$ cat config.mk
export PLATFORM = sky130hd
export DESIGN_NAME = word_frequency_table_unit_flat
export DESIGN_NICKNAME = d
export VERILOG_FILES = /design/src/hw/rtl/wft_pkg.sv /design/src/hw/rtl/wft_if.sv /design/src/hw/rtl/wft_ram.sv /design/src/hw/rtl/wft_core.sv /design/src/hw/rtl/word_frequency_table_unit.sv /design/src/flat_wrapper.sv
export SDC_FILE = /design/constraint.sdc
export NUM_CORES = 2
export LEC_CHECK = 0
export ABC_AREA = 1
export CAP_MARGIN = 20
export CORE_MARGIN = 4
export CORE_UTILIZATION = 40
export DETAILED_ROUTE_END_ITERATION = 10
export DONT_BUFFER_PORTS = 1
export PLACE_DENSITY = 0.6
export SYNTH_ARGS = -nofsm -noshare
export SYNTH_HDL_FRONTEND = slang
export SYNTH_SLANG_ARGS = --single-unit
$ cat constraint.sdc
create_clock -name clk -period 6.67 [get_ports clk]
set_input_delay 1.0005 -clock clk [delete_from_list [all_inputs] [get_ports clk]]
set_output_delay 1.0005 -clock clk [all_outputs]
set_load 0.005 [all_outputs]
$ cat src/hw/rtl/wft_pkg.sv
// ============================================================================
// Word frequency table package
// Shared types, result codes and default sizes of the word frequency table.
// ============================================================================
`timescale 1ns / 1ps
`default_nettype none

package wft_pkg;

    localparam int TABLE_ENTRIES_DEF = 16;
    localparam int WORD_BYTES_DEF    = 8;
    localparam int COUNT_BITS_DEF    = 16;
    localparam int MAX_RESULTS       = 16;

    localparam logic [15:0] TOTAL_MAX = 16'hFFFF;

    localparam logic ACT_ADD  = 1'b0;
    localparam logic ACT_LIST = 1'b1;

    typedef enum logic [1:0] {
        KIND_ADD   = 2'd0,
        KIND_ENTRY = 2'd1,
        KIND_EMPTY = 2'd2
    } kind_t;

    typedef enum logic [1:0] {
        STATUS_NEW  = 2'd0,
        STATUS_HIT  = 2'd1,
        STATUS_FULL = 2'd2
    } status_t;

    typedef struct packed {
        kind_t       kind;
        status_t     status;
        logic [63:0] entry_word;
        logic [15:0] entry_count;
        logic [15:0] total_words;
        logic        last;
    } res_t;

endpackage

`default_nettype wire

$ cat src/hw/rtl/wft_if.sv
// ============================================================================
// Word frequency table channels
// Valid/ready channels for command beats and result beats.
// ============================================================================
`timescale 1ns / 1ps
`default_nettype none

interface wft_cmd_if;
    logic        valid;
    logic        ready;
    logic        action;
    logic [63:0] word;

    modport source (output valid, output action, output word, input ready);
    modport sink   (input valid, input action, input word, output ready);
endinterface

interface wft_res_if;
    logic        valid;
    logic        ready;
    logic [1:0]  kind;
    logic [1:0]  status;
    logic [63:0] entry_word;
    logic [15:0] entry_count;
    logic [15:0] total_words;
    logic        last;

    modport source (output valid, output kind, output status, output entry_word,
                    output entry_count, output total_words, output last, input ready);
    modport sink   (input valid, input kind, input status, input entry_word,
                    input entry_count, input total_words, input last, output ready);
endinterface

`default_nettype wire

$ cat src/hw/rtl/wft_ram.sv
// ============================================================================
// Generic single-port-write RAM
// One write port and one read port with a registered read.
// ============================================================================
`timescale 1ns / 1ps
`default_nettype none

module wft_ram #(
    parameter int WIDTH = 64,
    parameter int DEPTH = 16,
    localparam int AW   = (DEPTH > 1) ? $clog2(DEPTH) : 1
) (
    input  wire logic             clk,
    input  wire logic             wr_en,
    input  wire logic [AW-1:0]    wr_addr,
    input  wire logic [WIDTH-1:0] wr_data,
    input  wire logic             rd_en,
    input  wire logic [AW-1:0]    rd_addr,
    output logic      [WIDTH-1:0] rd_data
);

    logic [WIDTH-1:0] mem [DEPTH];

    always_ff @(posedge clk)
    begin
        if (wr_en)
        begin
            mem[wr_addr] <= wr_data;
        end
        if (rd_en)
        begin
            rd_data <= mem[rd_addr];
        end
    end

endmodule

`default_nettype wire

$ cat src/hw/rtl/wft_core.sv
// ============================================================================
// Word frequency table sequencer
// Scans the key and count memories one entry a cycle to count words and to
// select the listing order by repeated minimum passes.
// ============================================================================
`timescale 1ns / 1ps
`default_nettype none

module wft_core #(
    parameter int TABLE_ENTRIES = wft_pkg::TABLE_ENTRIES_DEF,
    parameter int WORD_BYTES    = wft_pkg::WORD_BYTES_DEF,
    parameter int COUNT_BITS    = wft_pkg::COUNT_BITS_DEF,
    localparam int KEY_BITS     = 8 * WORD_BYTES,
    localparam int IDX_BITS     = (TABLE_ENTRIES > 1) ? $clog2(TABLE_ENTRIES) : 1
) (
    input  wire logic                  clk,
    input  wire logic                  rst_n,
    input  wire logic                  cmd_valid,
    output logic                       cmd_ready,
    input  wire logic                  cmd_action,
    input  wire logic [63:0]           cmd_word,
    input  wire logic                  res_free,
    output logic                       res_load,
    output wft_pkg::res_t              res_beat,
    output logic                       mem_rd_en,
    output logic      [IDX_BITS-1:0]   mem_rd_addr,
    output logic                       mem_wr_en,
    output logic      [IDX_BITS-1:0]   mem_wr_addr,
    output logic      [KEY_BITS-1:0]   key_wr_data,
    output logic      [COUNT_BITS-1:0] cnt_wr_data,
    input  wire logic [KEY_BITS-1:0]   key_rd_data,
    input  wire logic [COUNT_BITS-1:0] cnt_rd_data
);

    localparam int CNT_W  = $clog2(TABLE_ENTRIES + 1);
    localparam int RES_W  = $clog2(wft_pkg::MAX_RESULTS + 1);
    localparam int LW     = (CNT_W > RES_W) ? CNT_W : RES_W;
    localparam int PAIR_W = COUNT_BITS + KEY_BITS;

    typedef enum logic [5:0] {
        S_IDLE       = 6'b000001,
        S_ADD_SCAN   = 6'b000010,
        S_ADD_DONE   = 6'b000100,
        S_LIST_SCAN  = 6'b001000,
        S_LIST_DONE  = 6'b010000,
        S_EMPTY_DONE = 6'b100000
    } state_t;

    state_t                state_reg,    state_next;
    logic [KEY_BITS-1:0]   word_reg,     word_next;
    logic [CNT_W-1:0]      used_reg,     used_next;
    logic [15:0]           total_reg,    total_next;
    logic [CNT_W-1:0]      issue_reg,    issue_next;
    logic                  pend_vld_reg, pend_vld_next;
    logic [IDX_BITS-1:0]   pend_idx_reg, pend_idx_next;
    logic                  hit_reg,      hit_next;
    logic [IDX_BITS-1:0]   hit_idx_reg,  hit_idx_next;
    logic [COUNT_BITS-1:0] hit_cnt_reg,  hit_cnt_next;
    logic                  best_vld_reg, best_vld_next;
    logic [PAIR_W-1:0]     best_reg,     best_next;
    logic                  prev_vld_reg, prev_vld_next;
    logic [PAIR_W-1:0]     prev_reg,     prev_next;
    logic [LW-1:0]         emitted_reg,  emitted_next;

    logic                  issue_more;
    logic [PAIR_W-1:0]     rd_pair;
    logic                  qualify;
    logic                  better;
    logic [15:0]           total_inc;
    logic [COUNT_BITS-1:0] cnt_inc;
    logic [LW-1:0]         emit_cnt;
    logic                  emit_last;
    logic [63:0]           word_out;

    assign issue_more = issue_reg < used_reg;
    assign rd_pair    = {cnt_rd_data, key_rd_data};
    assign qualify    = !prev_vld_reg || (rd_pair > prev_reg);
    assign better     = !best_vld_reg || (rd_pair < best_reg);
    assign total_inc  = (total_reg == wft_pkg::TOTAL_MAX) ? total_reg : total_reg + 16'd1;
    assign cnt_inc    = (hit_cnt_reg == {COUNT_BITS{1'b1}}) ? hit_cnt_reg
                                                            : hit_cnt_reg + COUNT_BITS'(1);
    assign emit_cnt   = emitted_reg + LW'(1);
    assign emit_last  = (emit_cnt == LW'(used_reg)) || (emit_cnt == LW'(wft_pkg::MAX_RESULTS));
    assign word_out   = 64'(word_reg) << (64 - KEY_BITS);

    assign cmd_ready   = (state_reg == S_IDLE);
    assign mem_rd_addr = issue_reg[IDX_BITS-1:0];

    always_comb
    begin
        state_next    = state_reg;
        word_next     = word_reg;
        used_next     = used_reg;
        total_next    = total_reg;
        issue_next    = issue_reg;
        pend_vld_next = pend_vld_reg;
        pend_idx_next = pend_idx_reg;
        hit_next      = hit_reg;
        hit_idx_next  = hit_idx_reg;
        hit_cnt_next  = hit_cnt_reg;
        best_vld_next = best_vld_reg;
        best_next     = best_reg;
        prev_vld_next = prev_vld_reg;
        prev_next     = prev_reg;
        emitted_next  = emitted_reg;

        mem_rd_en   = 1'b0;
        mem_wr_en   = 1'b0;
        mem_wr_addr = hit_idx_reg;
        key_wr_data = word_reg;
        cnt_wr_data = cnt_inc;

        res_load             = 1'b0;
        res_beat.kind        = wft_pkg::KIND_ADD;
        res_beat.status      = wft_pkg::STATUS_NEW;
        res_beat.entry_word  = word_out;
        res_beat.entry_count = 16'd0;
        res_beat.total_words = total_reg;
        res_beat.last        = 1'b1;

        case (state_reg)
            S_IDLE:
            begin
                if (cmd_valid)
                begin
                    word_next     = cmd_word[63 -: KEY_BITS];
                    issue_next    = '0;
                    pend_vld_next = 1'b0;
                    best_vld_next = 1'b0;
                    prev_vld_next = 1'b0;
                    emitted_next  = '0;
                    if (cmd_action == wft_pkg::ACT_ADD)
                    begin
                        state_next = S_ADD_SCAN;
                    end
                    else if (used_reg == '0)
                    begin
                        state_next = S_EMPTY_DONE;
                    end
                    else
                    begin
                        state_next = S_LIST_SCAN;
                    end
                end
            end

            S_ADD_SCAN:
            begin
                mem_rd_en     = issue_more;
                pend_vld_next = issue_more;
                pend_idx_next = issue_reg[IDX_BITS-1:0];
                if (issue_more)
                begin
                    issue_next = issue_reg + CNT_W'(1);
                end
                if (pend_vld_reg && (key_rd_data == word_reg))
                begin
                    hit_next     = 1'b1;
                    hit_idx_next = pend_idx_reg;
                    hit_cnt_next = cnt_rd_data;
                    state_next   = S_ADD_DONE;
                end
                else if (!pend_vld_reg && !issue_more)
                begin
                    hit_next   = 1'b0;
                    state_next = S_ADD_DONE;
                end
            end

            S_ADD_DONE:
            begin
                if (res_free)
                begin
                    res_load   = 1'b1;
                    state_next = S_IDLE;
                    if (hit_reg)
                    begin
                        mem_wr_en            = 1'b1;
                        total_next           = total_inc;
                        res_beat.status      = wft_pkg::STATUS_HIT;
                        res_beat.entry_count = 16'(cnt_inc);
                        res_beat.total_words = total_inc;
                    end
                    else if (used_reg < CNT_W'(TABLE_ENTRIES))
                    begin
                        mem_wr_en            = 1'b1;
                        mem_wr_addr          = used_reg[IDX_BITS-1:0];
                        cnt_wr_data          = COUNT_BITS'(1);
                        used_next            = used_reg + CNT_W'(1);
                        total_next           = total_inc;
                        res_beat.status      = wft_pkg::STATUS_NEW;
                        res_beat.entry_count = 16'd1;
                        res_beat.total_words = total_inc;
                    end
                    else
                    begin
                        res_beat.status = wft_pkg::STATUS_FULL;
                    end
                end
            end

            S_LIST_SCAN:
            begin
                mem_rd_en     = issue_more;
                pend_vld_next = issue_more;
                if (issue_more)
                begin
                    issue_next = issue_reg + CNT_W'(1);
                end
                if (pend_vld_reg && qualify && better)
                begin
                    best_vld_next = 1'b1;
                    best_next     = rd_pair;
                end
                if (!pend_vld_reg && !issue_more)
                begin
                    state_next = S_LIST_DONE;
                end
            end

            S_LIST_DONE:
            begin
                res_beat.kind        = wft_pkg::KIND_ENTRY;
                res_beat.entry_word  = 64'(best_reg[KEY_BITS-1:0]) << (64 - KEY_BITS);
                res_beat.entry_count = 16'(best_reg[PAIR_W-1 -: COUNT_BITS]);
                res_beat.last        = emit_last;
                if (res_free)
                begin
                    res_load      = 1'b1;
                    prev_vld_next = 1'b1;
                    prev_next     = best_reg;
                    best_vld_next = 1'b0;
                    issue_next    = '0;
                    pend_vld_next = 1'b0;
                    emitted_next  = emit_cnt;
                    state_next    = emit_last ? S_IDLE : S_LIST_SCAN;
                end
            end

            S_EMPTY_DONE:
            begin
                res_beat.kind       = wft_pkg::KIND_EMPTY;
                res_beat.entry_word = 64'd0;
                if (res_free)
                begin
                    res_load   = 1'b1;
                    state_next = S_IDLE;
                end
            end

            default:
            begin
                state_next = S_IDLE;
            end
        endcase
    end

    always_ff @(posedge clk or negedge rst_n)
    begin
        if (!rst_n)
        begin
            state_reg    <= S_IDLE;
            used_reg     <= '0;
            total_reg    <= '0;
            pend_vld_reg <= 1'b0;
        end
        else
        begin
            state_reg    <= state_next;
            used_reg     <= used_next;
            total_reg    <= total_next;
            pend_vld_reg <= pend_vld_next;
        end
    end

    always_ff @(posedge clk)
    begin
        word_reg     <= word_next;
        issue_reg    <= issue_next;
        pend_idx_reg <= pend_idx_next;
        hit_reg      <= hit_next;
        hit_idx_reg  <= hit_idx_next;
        hit_cnt_reg  <= hit_cnt_next;
        best_vld_reg <= best_vld_next;
        best_reg     <= best_next;
        prev_vld_reg <= prev_vld_next;
        prev_reg     <= prev_next;
        emitted_reg  <= emitted_next;
    end

endmodule

`default_nettype wire

$ cat src/hw/rtl/word_frequency_table_unit.sv
// ============================================================================
// Word frequency table unit
// Counts distinct words in a key memory and a count memory and lists them by
// ascending count, ties by ascending word, through a registered result port.
// ============================================================================
// An add beat has its result registered after a scan of the n stored entries,
// one entry a cycle, that stops at the first match. A list beat gives
// min(n, 16) entry beats, or one empty beat when n is zero, each entry found by
// a full scan. The next command is taken once the last beat is registered.
// Reset clears the entry count, the word total and the control state at once;
// the memories are not cleared and need no clearing.
`timescale 1ns / 1ps
`default_nettype none

module word_frequency_table_unit #(
    parameter int TABLE_ENTRIES = wft_pkg::TABLE_ENTRIES_DEF,
    parameter int WORD_BYTES    = wft_pkg::WORD_BYTES_DEF,
    parameter int COUNT_BITS    = wft_pkg::COUNT_BITS_DEF
) (
    input wire logic   clk,
    input wire logic   rst_n,
    wft_cmd_if.sink    cmd,
    wft_res_if.source  res
);

    localparam int KEY_BITS = 8 * WORD_BYTES;
    localparam int IDX_BITS = (TABLE_ENTRIES > 1) ? $clog2(TABLE_ENTRIES) : 1;

    logic                  res_free;
    logic                  res_load;
    wft_pkg::res_t         res_beat;
    logic                  res_vld_reg;
    wft_pkg::res_t         res_data_reg;
    logic                  mem_rd_en;
    logic [IDX_BITS-1:0]   mem_rd_addr;
    logic                  mem_wr_en;
    logic [IDX_BITS-1:0]   mem_wr_addr;
    logic [KEY_BITS-1:0]   key_wr_data;
    logic [COUNT_BITS-1:0] cnt_wr_data;
    logic [KEY_BITS-1:0]   key_rd_data;
    logic [COUNT_BITS-1:0] cnt_rd_data;

    wft_core #(
        .TABLE_ENTRIES (TABLE_ENTRIES),
        .WORD_BYTES    (WORD_BYTES),
        .COUNT_BITS    (COUNT_BITS)
    ) u_core (
        .clk         (clk),
        .rst_n       (rst_n),
        .cmd_valid   (cmd.valid),
        .cmd_ready   (cmd.ready),
        .cmd_action  (cmd.action),
        .cmd_word    (cmd.word),
        .res_free    (res_free),
        .res_load    (res_load),
        .res_beat    (res_beat),
        .mem_rd_en   (mem_rd_en),
        .mem_rd_addr (mem_rd_addr),
        .mem_wr_en   (mem_wr_en),
        .mem_wr_addr (mem_wr_addr),
        .key_wr_data (key_wr_data),
        .cnt_wr_data (cnt_wr_data),
        .key_rd_data (key_rd_data),
        .cnt_rd_data (cnt_rd_data)
    );

    wft_ram #(
        .WIDTH (KEY_BITS),
        .DEPTH (TABLE_ENTRIES)
    ) u_key_ram (
        .clk     (clk),
        .wr_en   (mem_wr_en),
        .wr_addr (mem_wr_addr),
        .wr_data (key_wr_data),
        .rd_en   (mem_rd_en),
        .rd_addr (mem_rd_addr),
        .rd_data (key_rd_data)
    );

    wft_ram #(
        .WIDTH (COUNT_BITS),
        .DEPTH (TABLE_ENTRIES)
    ) u_cnt_ram (
        .clk     (clk),
        .wr_en   (mem_wr_en),
        .wr_addr (mem_wr_addr),
        .wr_data (cnt_wr_data),
        .rd_en   (mem_rd_en),
        .rd_addr (mem_rd_addr),
        .rd_data (cnt_rd_data)
    );

    assign res_free = !res_vld_reg || res.ready;

    always_ff @(posedge clk or negedge rst_n)
    begin
        if (!rst_n)
        begin
            res_vld_reg <= 1'b0;
        end
        else if (res_load)
        begin
            res_vld_reg <= 1'b1;
        end
        else if (res.ready)
        begin
            res_vld_reg <= 1'b0;
        end
    end

    always_ff @(posedge clk)
    begin
        if (res_load)
        begin
            res_data_reg <= res_beat;
        end
    end

    assign res.valid       = res_vld_reg;
    assign res.kind        = res_data_reg.kind;
    assign res.status      = res_data_reg.status;
    assign res.entry_word  = res_data_reg.entry_word;
    assign res.entry_count = res_data_reg.entry_count;
    assign res.total_words = res_data_reg.total_words;
    assign res.last        = res_data_reg.last;

endmodule

`default_nettype wire
$ cat src/flat_wrapper.sv
// flat-port wrapper written by rule: the top's interface ports become plain ports
module word_frequency_table_unit_flat 
#(
    parameter int TABLE_ENTRIES = wft_pkg::TABLE_ENTRIES_DEF,
    parameter int WORD_BYTES    = wft_pkg::WORD_BYTES_DEF,
    parameter int COUNT_BITS    = wft_pkg::COUNT_BITS_DEF
)
  (clk, rst_n, cmd_valid, cmd_action, cmd_word, cmd_ready, res_valid, res_kind, res_status, res_entry_word, res_entry_count, res_total_words, res_last, res_ready);
  wft_cmd_if cmd_i ();
  wft_res_if res_i ();
  input wire logic clk;
  input wire logic rst_n;
  input wire logic [$bits(cmd_i.valid)-1:0] cmd_valid;
  input wire logic [$bits(cmd_i.action)-1:0] cmd_action;
  input wire logic [$bits(cmd_i.word)-1:0] cmd_word;
  output wire logic [$bits(cmd_i.ready)-1:0] cmd_ready;
  output wire logic [$bits(res_i.valid)-1:0] res_valid;
  output wire logic [$bits(res_i.kind)-1:0] res_kind;
  output wire logic [$bits(res_i.status)-1:0] res_status;
  output wire logic [$bits(res_i.entry_word)-1:0] res_entry_word;
  output wire logic [$bits(res_i.entry_count)-1:0] res_entry_count;
  output wire logic [$bits(res_i.total_words)-1:0] res_total_words;
  output wire logic [$bits(res_i.last)-1:0] res_last;
  input wire logic [$bits(res_i.ready)-1:0] res_ready;
  assign cmd_i.valid = cmd_valid;
  assign cmd_i.action = cmd_action;
  assign cmd_i.word = cmd_word;
  assign cmd_ready = cmd_i.ready;
  assign res_valid = res_i.valid;
  assign res_kind = res_i.kind;
  assign res_status = res_i.status;
  assign res_entry_word = res_i.entry_word;
  assign res_entry_count = res_i.entry_count;
  assign res_total_words = res_i.total_words;
  assign res_last = res_i.last;
  assign res_i.ready = res_ready;
  word_frequency_table_unit #(.TABLE_ENTRIES(TABLE_ENTRIES), .WORD_BYTES(WORD_BYTES), .COUNT_BITS(COUNT_BITS)) u_core (.clk(clk), .rst_n(rst_n), .cmd(cmd_i), .res(res_i));
endmodule
==> metrics.txt <==
worst hold path class in2reg; clock slew seen by the registers of the worst setup and hold paths around 0.06 ns; origin of the worst setup path u_core.u_cnt_ram.rd_data[3]; first-pass GRT wire length between 200000 and 300000 um; Top reg by flops u_core.u_key_ram.mem; clock network latency to the later pin of the worst-skew pair roughly 0.85 ns; cell area after technology mapping approximately 72000 um2; static leakage roughly 28 nW; met3 WL 18300 um; critical path cell sequence ha_1 -> nand2_1 -> nor2_1 -> nand3_1 -> nor2_1 -> nand2_1 -> nor2_1 -> nand2_1 -> inv_1 -> nor2_1 -> nand2_1 -> nand2_1 -> nand2_1 -> nand3_1 -> inv_4 -> buf_4; Starting DRT DRC Count 5600; run status completed; aggregate negative setup slack 0 ns; Largest register FFs between 1000 and 1500; number of clock buffers inserted by TritonCTS approximately 180; initial antenna violation count 18; worst endpoint required time a little over 7 ns; total count of max-transition violations in the final report 0; routed wl met2 ~90000 um; final-layout fill cell count between 15000 and 20000; worst clock skew between 0.04 and 0.05 ns; HPWL reported at the end of detailed placement 127000 um; routed length on met1 around 86000 um; effective utilization at floorplan 0.402; Final Non-Filler Cells 7906; CP endpoint kind flop; Worst R2R Start u_core.u_cnt_ram.rd_data[3]; final hold violations 0; number of buffer cells added on primary ports 0; aggregate global-route resource usage 0.211; source of the worst hold timing path cmd_word[24]; worst flop-to-flop path endpoint u_core.u_core.best_reg[33]; fraction of layout instances using a drive strength above 1 0.0887; most frequent standard cell in the layout excluding fill and tap cells edfxtp_1; post-route fraction of the period consumed by the critical path 0.606; Total Wirelength 200000 um; I/O pins between 150 and 200; number of search-and-repair iterations in the first detailed-routing pass 6; Synth Warn # 0; master of the slowest instance on the critical path inv_4; most used cell, CP nand2_1; kind of cell adding the most delay to the critical path simple AND/OR/NAND/NOR gates; Finished Core Util 0.455; average vias per placed instance around 5.6; commonest cells after routing, fill and taps aside edfxtp_1 (1722), nor2_1 (847), nand2_1 (529); highest metal layer with signal wires met5; biggest registers after layout u_core.u_key_ram.mem (1024), u_core.u_cnt_ram.mem (256); routability congestion estimate from global placement ~0.94; Post-Syn Nets 5560; count of maximum capacitance violations 0; number of cell rows 155; Area Growth Syn to Fin 13.3%; top achievable clock speed around 250 MHz; Placed Cells incl. Taps between 7000 and 8000; sum of buffers and inverters on the critical path 3; detailed-route via count 44200; Max Root-Sink Buffers 3; register-to-register path setup slack 2.63 ns; Layout Nets approximately 5600; remaining global-route overflow 0; Die W roughly 430 um; instance count of the mapped netlist 5321; Mean Syn Cell Area roughly 13 um2; Top FF cell, synth edfxtp_1; DRC Markers 0; root buffer selected by CTS clkbuf_16; WHS between 0.2 and 0.3 ns; share of synthesized area occupied by flip-flops and latches 0.731; Die Outline Area ~190000 um2; CTS tree built; Rel. slew slack 0.251; worst hold path endpoint u_core.u_core.key_wr_data[24]; R2R depth 16; Data arrival, critical path roughly 4.5 ns; worst-path fanout max ~50; post-CTS resize count 0; critical path start-end classification reg2reg; Routed WL per cell 25.3 um; die extent in y between 400 and 500 um; largest net degree at the start of global routing 165; placeable core area between 150000 and 200000 um2; unrepaired setup endpoints after global routing false; Min-Delay Path Depth 0; number of synthesized flops with an enable pin between 1500 and 2000; number of nets still failing antenna checks after routing 0; asr flop ratio synth 0.0166; highest ir drop seen on vdd about 0.45 mV; vias in the first global route approximately 42000; #FFs+latches synth around 1800; Final Setup Violations 0; Synth cell types between 50 and 60; clock net sink count 1751; slew at the pin with the worst max-slew slack 1.11 ns; minimum period implied by the final worst setup slack ~4.0 ns; overall power around 33 mW; maximum level of the CTS H-tree 4; power density over the cells 407 nW/um2; hold_buf cts 2; Worst Setup Start Kind flop; post-CTS setup repair buffer count 0; largest stage delay on the critical path roughly 0.64 ns
[worst reg2reg max path, cell delays in order (launching register included)]
cell      delay (ns)
edfxtp_1        0.46
ha_1            0.34
nand2_1         0.08
nor2_1          0.21
nand3_1         0.12
nor2_1          0.31
nand2_1         0.16
nor2_1          0.21
nand2_1         0.08
inv_1           0.06
nor2_1          0.04
nand2_1         0.06
nand2_1         0.10
nand2_1         0.08
nand3_1         0.13
inv_4           0.64
buf_4           0.60
[area by class of cell]
type | instances | area [um2] | share of cell area
clock inverters | 106 | 1200 | 0.0148
multi-input cells | 2953 | 17000 | 0.210
flip-flops and latches | 1751 | 52400 | 0.645
clock buffers | 228 | 4800 | 0.0591
diodes | 4 | 10.0 | 0.000123
repair buffers | 151 | 1480 | 0.0182
inverters | 358 | 1370 | 0.0168
well taps | 2355 | 2950 | 0.0363
[synth_stat cells (3+ instances only)]
library cell  instances  share of area
xnor2_1              23         0.0028
a21oi_1              76         0.0053
nand2_1             530          0.028
buf_4                14         0.0015
nor4_1                9        0.00078
o21ai_0             391          0.027
nand4_1              42         0.0037
o21ai_2               3        0.00037
clkbuf_1            192          0.010
buf_2                33         0.0023
inv_2                15        0.00078
nand2_2               6        0.00052
o22ai_1              53         0.0046
dfrtp_1              28         0.0098
mux2i_1             129          0.018
ha_1                170          0.030
o221ai_1            129          0.016
or2_2                17         0.0015
o21a_1                8        0.00084
edfxtp_1           1722           0.72
a21o_1               10         0.0010
o211ai_1             32         0.0033
nor3_1               15         0.0010
xor2_1               41         0.0050
buf_1                19        0.00099
nand3b_1              3        0.00031
nand3_1             178          0.012
o2111ai_1             3        0.00037
inv_1               340          0.018
nor4_2                3        0.00052
o32ai_1             193          0.024
nor2_1              868          0.045
[where the power goes]
| part | internal [mW] | switching (mW) | leakage [nW] |
|---|---|---|---|
| clock | 5.83 | 4.31 | 2.92 |
| combinational | 2.46 | 6.70 | 9.57 |
| sequential | 13.2 | 0.522 | 15.9 |
[worst max-delay path by stage]
| stage | slack [ns] | endpoint | cells past startpoint |
|---|---|---|---|
| global placement | 2.41 | u_core.u_key_ram.mem[2][21] | 11 |
| CTS | 2.58 | u_core.u_core.best_reg[39] | 16 |
| global route | 2.35 | u_core.u_core.best_reg[36] | 16 |
| detailed placement | 2.49 | u_core.u_cnt_ram.mem[7][1] | 9 |
| finish | 2.63 | u_core.u_core.best_reg[33] | 16 |
| floorplan | 0.85 | u_core.u_cnt_ram.mem[0][0] | 10 |
[logic make-up after synthesis]
kind of cell             synth area share
AO/OA/AOI/OAI                      0.0837
XOR/XNOR                          0.00781
adder cells (fa/ha/maj)            0.0297
buffers and inverters              0.0338
flip-flops                          0.731
multiplexers                       0.0180
AND/OR/NAND/NOR                    0.0960
[layer usage]
layer  up-vias  GRT usage
li1      19800          -
met1     22200      0.304
met2      1867      0.317
met3       311     0.0452
met4         6     0.0745
met5         -          0
[stage by stage]
stage / setup slack, ns / area, um2
3_5_place_dp: 2.49 / 75200
2_1_floorplan: 0.850 / 71700
5_1_grt: 2.35 / 81300
6_report: 2.63 / 81300
4_1_cts: 2.58 / 81200
3_3_place_gp: 2.41 / 75100
Power figures use the tool's default switching activity.
